--- config.mk ---
export PLATFORM = sky130hd
export DESIGN_NAME = cre_ctrl
export DESIGN_NICKNAME = d
export VERILOG_FILES = /design/src/hw/rtl/cre_pkg.sv /design/src/hw/rtl/cre_ctrl.sv
export SDC_FILE = /design/constraint.sdc
export NUM_CORES = 1
export LEC_CHECK = 0
export ABC_AREA = 1
export BUFFER_PORTS_ARGS = -buffer_cell sky130_fd_sc_hd__buf_2
export CAP_MARGIN = 15
export CORE_MARGIN = 8
export CORE_UTILIZATION = 61
export CTS_BUF_LIST = sky130_fd_sc_hd__clkbuf_16
export DETAILED_ROUTE_END_ITERATION = 8
export GPL_ROUTABILITY_DRIVEN = 0
export PLACE_DENSITY = 0.84
export SYNTH_ARGS = -nofsm -noshare
export SYNTH_HDL_FRONTEND = slang
export SYNTH_SLANG_ARGS = --single-unit
--- constraint.sdc ---
create_clock -name i_clk -period 2.1 [get_ports i_clk]
set_input_delay 0 -clock i_clk [delete_from_list [all_inputs] [get_ports i_clk]]
set_output_delay 0 -clock i_clk [all_outputs]
set_load 0.03 [all_outputs]
--- src/hw/rtl/cre_pkg.sv ---
// Shared types, constants and register map for the reprojection error core.
`default_nettype none
package cre_pkg;
    localparam int unsigned AddrW = 6;
    localparam logic [AddrW-1:0] AddrRotA  = 6'h00;
    localparam logic [AddrW-1:0] AddrRotB  = 6'h08;
    localparam logic [AddrW-1:0] AddrRotC  = 6'h10;
    localparam logic [AddrW-1:0] AddrTrans = 6'h18;
    localparam logic [AddrW-1:0] AddrIntrA = 6'h20;
    localparam logic [AddrW-1:0] AddrIntrB = 6'h28;
    localparam logic [AddrW-1:0] AddrRadial = 6'h30;

    localparam logic signed [63:0] NormLim = 64'sd1048576;
    localparam logic [39:0] AccMax = 40'hFF_FFFF_FFFF;

    typedef struct packed {
        logic signed [15:0] world_x;
        logic signed [15:0] world_y;
        logic signed [15:0] world_z;
        logic [15:0]        observed_u;
        logic [15:0]        observed_v;
        logic               last_point;
    } t_in_beat;

    typedef struct packed {
        logic [15:0] point_error;
        logic [39:0] error_total;
        logic        behind_camera;
        logic        set_done;
    } t_out_beat;

    typedef struct packed {
        logic [47:0] rot_a;
        logic [47:0] rot_b;
        logic [47:0] rot_c;
        logic [47:0] trans;
        logic [47:0] intr_a;
        logic [47:0] intr_b;
        logic [31:0] radial;
    } t_cfg;

    // Datapath operation selected by the controller.
    typedef enum logic [3:0] {
        OP_NONE, OP_LOAD, OP_MULA, OP_MULB, OP_MULC, OP_SUMCAM,
        OP_DIVSTART, OP_DIVSTEP, OP_NORM, OP_R2, OP_R4, OP_FAC1, OP_FAC2,
        OP_DIST, OP_PROJ, OP_SQSTEP
    } t_op;

    typedef struct packed {
        t_op         op;
        logic        div_y;
        logic [2:0]  sub;
    } t_cmd;

    typedef struct packed {
        logic behind;
        logic div_done;
        logic sq_done;
    } t_sts;

    function automatic logic signed [15:0] fld(input logic [47:0] r, input int unsigned i);
        fld = r[16*i +: 16];
    endfunction

    function automatic logic signed [63:0] clampv(input logic signed [63:0] v);
        if (v > NormLim) clampv = NormLim;
        else if (v < -NormLim) clampv = -NormLim;
        else clampv = v;
    endfunction
endpackage
`default_nettype wire

--- src/hw/rtl/cre_ctrl.sv ---
// Controller state machine sequencing the reprojection datapath.
`default_nettype none
module cre_ctrl (
    input  wire logic           i_clk,
    input  wire logic           i_rst_n,
    input  wire logic           i_in_valid,
    output logic                o_in_ready,
    output logic                o_out_valid,
    input  wire logic           i_out_ready,
    input  wire cre_pkg::t_sts  i_sts,
    output cre_pkg::t_cmd       o_cmd
);
    import cre_pkg::*;

    typedef enum logic [9:0] {
        S_IDLE = 10'b0000000001,
        S_MUL  = 10'b0000000010,
        S_SUM  = 10'b0000000100,
        S_DIVS = 10'b0000001000,
        S_DIV  = 10'b0000010000,
        S_NORM = 10'b0000100000,
        S_POLY = 10'b0001000000,
        S_PROJ = 10'b0010000000,
        S_SQ   = 10'b0100000000,
        S_OUT  = 10'b1000000000
    } t_state;

    t_state     r_state, n_state;
    logic [2:0] r_sub, n_sub;
    logic       r_divy, n_divy;

    assign o_in_ready  = (r_state == S_IDLE);
    assign o_out_valid = (r_state == S_OUT);

    always_comb begin
        n_state = r_state;
        n_sub   = r_sub;
        n_divy  = r_divy;
        o_cmd   = '{op: OP_NONE, div_y: r_divy, sub: r_sub};
        unique case (r_state)
            S_IDLE: begin
                if (i_in_valid) begin
                    o_cmd.op = OP_LOAD;
                    n_state  = S_MUL;
                    n_sub    = 3'd0;
                end
            end
            S_MUL: begin
                priority case (r_sub)
                    3'd0: o_cmd.op = OP_MULA;
                    3'd1: o_cmd.op = OP_MULB;
                    default: o_cmd.op = OP_MULC;
                endcase
                if (r_sub == 3'd2) begin
                    n_state = S_SUM;
                end else begin
                    n_sub = r_sub + 3'd1;
                end
            end
            S_SUM: begin
                o_cmd.op = OP_SUMCAM;
                n_state  = S_DIVS;
                n_divy   = 1'b0;
            end
            S_DIVS: begin
                if (i_sts.behind) begin
                    n_state = S_OUT;
                end else begin
                    o_cmd.op = OP_DIVSTART;
                    n_state  = S_DIV;
                end
            end
            S_DIV: begin
                o_cmd.op = OP_DIVSTEP;
                if (i_sts.div_done) begin
                    if (r_divy) begin
                        n_state = S_NORM;
                    end else begin
                        n_divy  = 1'b1;
                        n_state = S_DIVS;
                    end
                end
            end
            S_NORM: begin
                o_cmd.op = OP_NORM;
                n_state  = S_POLY;
                n_sub    = 3'd0;
            end
            S_POLY: begin
                priority case (r_sub)
                    3'd0: o_cmd.op = OP_R2;
                    3'd1: o_cmd.op = OP_R4;
                    3'd2: o_cmd.op = OP_FAC1;
                    3'd3: o_cmd.op = OP_FAC2;
                    default: o_cmd.op = OP_DIST;
                endcase
                if (r_sub == 3'd4) begin
                    n_state = S_PROJ;
                    n_sub   = 3'd0;
                end else begin
                    n_sub = r_sub + 3'd1;
                end
            end
            S_PROJ: begin
                o_cmd.op = OP_PROJ;
                if (r_sub == 3'd3) begin
                    n_state = S_SQ;
                end else begin
                    n_sub = r_sub + 3'd1;
                end
            end
            S_SQ: begin
                o_cmd.op = OP_SQSTEP;
                if (i_sts.sq_done) n_state = S_OUT;
            end
            S_OUT: begin
                if (i_out_ready) n_state = S_IDLE;
            end
            default: n_state = S_IDLE;
        endcase
    end

    always_ff @(posedge i_clk) begin
        if (!i_rst_n) begin
            r_state <= S_IDLE;
            r_sub   <= 3'd0;
            r_divy  <= 1'b0;
        end else begin
            r_state <= n_state;
            r_sub   <= n_sub;
            r_divy  <= n_divy;
        end
    end
endmodule
`default_nettype wire

Word level (Yosys, flattened, before mapping)
Cells that the tools add are included.
{"block": "totals", "regBits": 14, "in_bits": 7, "out_inout_bits": 10, "word_cells": 55}
{"block": "classes", "addsub": 1, "eq_ne": 23, "n_mux": 22, "reduce_logical": 6}
{"cell": "$pmux 10 s10", "n": 1}
{"cell": "$mux 10", "n": 8}
{"cell": "$pmux 4 s9", "n": 1}
{"cell": "$ne 2x2->1 const B", "n": 8}
{"cell": "$mux 3", "n": 5}
{"cell": "$pmux 3 s5", "n": 1}
{"cell": "$pmux 3 s4", "n": 1}
{"cell": "$eq 10x1->1 const B", "n": 1}
{"cell": "$eq 10x10->1 const B", "n": 1}
{"cell": "$eq 10x2->1 const B", "n": 1}
{"cell": "$eq 10x3->1 const B", "n": 1}
{"cell": "$eq 10x4->1 const B", "n": 1}
{"cell": "$eq 10x5->1 const B", "n": 1}
{"cell": "$eq 10x6->1 const B", "n": 1}
{"cell": "$eq 10x7->1 const B", "n": 1}
{"cell": "$eq 10x8->1 const B", "n": 1}
{"cell": "$eq 10x9->1 const B", "n": 1}
{"cell": "$reduce_and 7->1", "n": 1}
{"cell": "$eq 3x2->1 const B", "n": 2}
{"cell": "$mux 6", "n": 1}
{"cell": "$pmux 3 s2", "n": 1}
{"cell": "$reduce_bool 5->1", "n": 1}
{"cell": "$reduce_and 4->1", "n": 1}
{"cell": "$add 3x1->3 const B", "n": 1}
{"cell": "8 further kinds", "n": 9}

Depth between registers and ports, before layout
{"block": "logic_depth", "ltp_word": 3, "depth_mapped": 11, "mapped_depth_nobuf": 11}

Worst setup path before layout
OpenSTA, ideal clock, no wires.
{"block": "synth_path", "kind": "register to output", "start": "reg r_sub[0]", "end": "out o_cmd[6] (netlist bit)", "arrival_ps": 1686, "required_ps": 2100, "setup_slack_ps": 414, "path_stages_with_launch": 8, "path_buffers": 0, "path_cell_list": "dfxtp_1 inv_1 ha_1 o21ai_0 nand3_1 a21oi_1 a211oi_1 nand2_1"}
{"item": "start: declaration", "line_no": "cre_ctrl.sv:29", "source": "logic [2:0] r_sub, n_sub;"}
{"item": "start signal: assignment", "line_no": "cre_ctrl.sv:130", "source": "r_sub <= n_sub;"}
{"item": "end: declaration", "line_no": "cre_ctrl.sv:11", "source": "output cre_pkg::t_cmd o_cmd"}

==> metrics.yaml <==
wl_per_cell_microns: 13.7
hold_class: "in2reg"
grt_start_max_net_pins: 12
clock_latency_ns: 0.24
syn_inst: 215
via_per_inst: 5.56
vias: 1441
cp.required_ns: 2.10
numCtsBuffers: 3
ys_types: 22
cpPeakStageDelay_ns: 0.38
crit_buf_inv: 2
cts_setup_buffers: 0
postSynthAreaPerCell_sq_um: 5.91
initial_core_util: 0.647
rsz0062_at_grt: "false"
status: "completed"
pwr-share-seq: 0.175
num-fill-cells: 161
hold_viol_final: 0
swShare: 0.557
cp_max_fo: 4
critPathKind: "reg2out"
critPathTopFamily: "compound AO/OA/AOI/OAI gates"
layout-drive-gt1-share: 0.241
rows: 16
utilization: 0.737
clock.fmax_mhz: 513
root_buffer: "clkbuf_16"
ys.flop_type: "dfxtp_1"
clkTransAtPathRegs_ns: 0.05
finalSetupViolations: 0
die_y_microns: 61.6
synth_top_area_cell: "dfxtp_1"
syn_to_final_growth_pct: 13.9
p_comb_frac: 0.676
yosysSeqAreaShare: 0.221
finalSetupTns_ns: 0
worst_setup_path_start_kind: "flip-flop"
p_clk_frac: 0.149
dieArea_sq_mm: 0.00380
synth_seq_cells: 14
grt_usage: 0.202
drv_slew: 0
switching_power_mw: 1.34
cts_tree: "yes"
synth_area_sq_mm: 0.00127
totalWireLength_microns: 3550
io_buffer_count: 16
grt_pass1_wl_microns: 5770
pwr_density_cell_mw_per_mm2: 1670
synth_top_area_share: 0.221
final_antenna_net_count: 0
p_total_mw: 2.41
antenna_cells: 0
hpwl_microns: 2680
skew_ns: 0.00130
gr-total-overflow: 0
drc_errors: 0
max-vdd-ir-drop_mv: 1.23
synth.top_cells.by_area: "dfxtp_1 (22%), nand2_1 (16%), nor2_1 (10%), inv_1 (9.2%), nand3_1 (6.7%)"
syn-num-nets: 227
cp_slowest_cell: "dfxtp_1"
max_cap_viol_count: 0
layout.nets: 246
num_io_pins: 17
cp-end-kind: "output pin"
leakagePower_nw: 0.845
synthArstFlopShare: 0
htree_levels: 1
synth_common_cells: "nand2_1 (54), nor2_1 (34), inv_1 (31)"
pre_cts_slack_ns: 0.481
cts_max_path_buffers: 2
synth_edf_count: 0
dieWidth_microns: 61.6
min_period_over_period: 0.928
period_needed_ns: 1.95
hold_buffers: 0
antenna_found_initial: 0
grt_pass1_vias: 1317
drt_pass1_iterations: 5
yosysMostFrequentCell: "nand2_1"
yosysWarnings: 0
cts_resized: 0
crit_chain: "inv_1, ha_1, o21ai_0, nand3_1, a21oi_1, a211oi_1, nand2_1, buf_2"
clock_sinks: 14
relSlewSlack: 0.792
p_int_mw: 1.07
worstPathArrival_ns: 1.95
drt_iter0_drc: 88
final.setup.worst_slack_ns: 0.151
worst_slew_pin_slew_ns: 0.309
regToRegSetupSlack_ns: 0.48
core_sq_mm: 0.00196
## state kept, by name (all words and copies together), names as in the netlist
signal,cells
r_state,10
r_sub,3
r_divy,1
## area by class of cell
| type | instances | area (sq um) | area share |
|---|---|---|---|
| multi-input combinational | 156 | 816 | 0.564 |
| sequential | 14 | 280 | 0.194 |
| inverter | 43 | 161 | 0.112 |
| timing repair buffer | 16 | 80.1 | 0.0554 |
| clock buffer | 3 | 75.1 | 0.0519 |
| tap | 27 | 33.8 | 0.0234 |
## cell usage in the layout (no fill, tap or decap), types with 2 or more instances in the layout
cell type / n
nor2_1: 34
nand2_2: 6
buf_2: 16
nor2_4: 6
clkbuf_16: 3
inv_2: 12
nand2_1: 54
inv_1: 31
nand2_4: 3
ha_1: 5
a21oi_1: 5
nand3_1: 17
nand4_1: 3
o21ai_0: 6
dfxtp_1: 14
nor2_2: 7
nand3_2: 3
nand3b_1: 2
nor4_1: 2
## power by group through the flow
stage               clock network, mW  logic, mW  registers (mW)
detailed placement                  0       1.58           0.424
global route                    0.377       1.79           0.431
global placement                    0       1.55           0.419
floorplan                           0       1.22           0.442
CTS                             0.360       1.60           0.420
finish                          0.360       1.63           0.422
## metal layers
layer | global-route usage | share of wire | vias to the layer above
met5 | 0 | 0 | -
met2 | 0.335 | 0.48 | 84
met4 | 0.0909 | 0.038 | 0
met3 | 0.0438 | 0.098 | 24
li1 | - | - | 693
met1 | 0.240 | 0.39 | 640
## logic make-up (layout without fill, tap and decap cells)
group | count (synthesis) | in the layout | share of synthesized area
flops | 14 | 14 | 0.221
buf+inv | 45 | 62 | 0.137
fa+ha+maj | 5 | 5 | 0.0493
compound gates | 14 | 14 | 0.0621
simple gates | 137 | 137 | 0.531
## metrics by stage
step | cells | hold WS (ns) | instance area (sq um)
final | 259 | 0.0699 | 1450
after global routing | 259 | 0.111 | 1450
after CTS | 259 | 0.0651 | 1450
after detailed placement | 256 | 0.321 | 1370
after global placement | 256 | 0.309 | 1370
after floorplan | 215 | 0.162 | 1270
## path summary, 6_finish.rpt
path	startpoint	cells after the start	end
hold reg to reg	r_divy	2	r_state[5]
setup / recovery	r_sub[1]	8	o_cmd[6]
hold / removal	i_sts[1]	4	r_state[4]
setup reg to reg	r_sub[1]	11	r_state[4]
## worst reg2reg max path: stages (launching register included)
cell and delay [ns]:
dfxtp_1 0.38, ha_1 0.18, ha_1 0.16, inv_1 0.07
nand3_1 0.08, nand2_1 0.07, inv_1 0.07, nand2_2 0.06
nor2_4 0.21, nand2_1 0.12, nand2_1 0.08, nor2_1 0.04
Note: power is estimated with default switching activity, not from simulation.
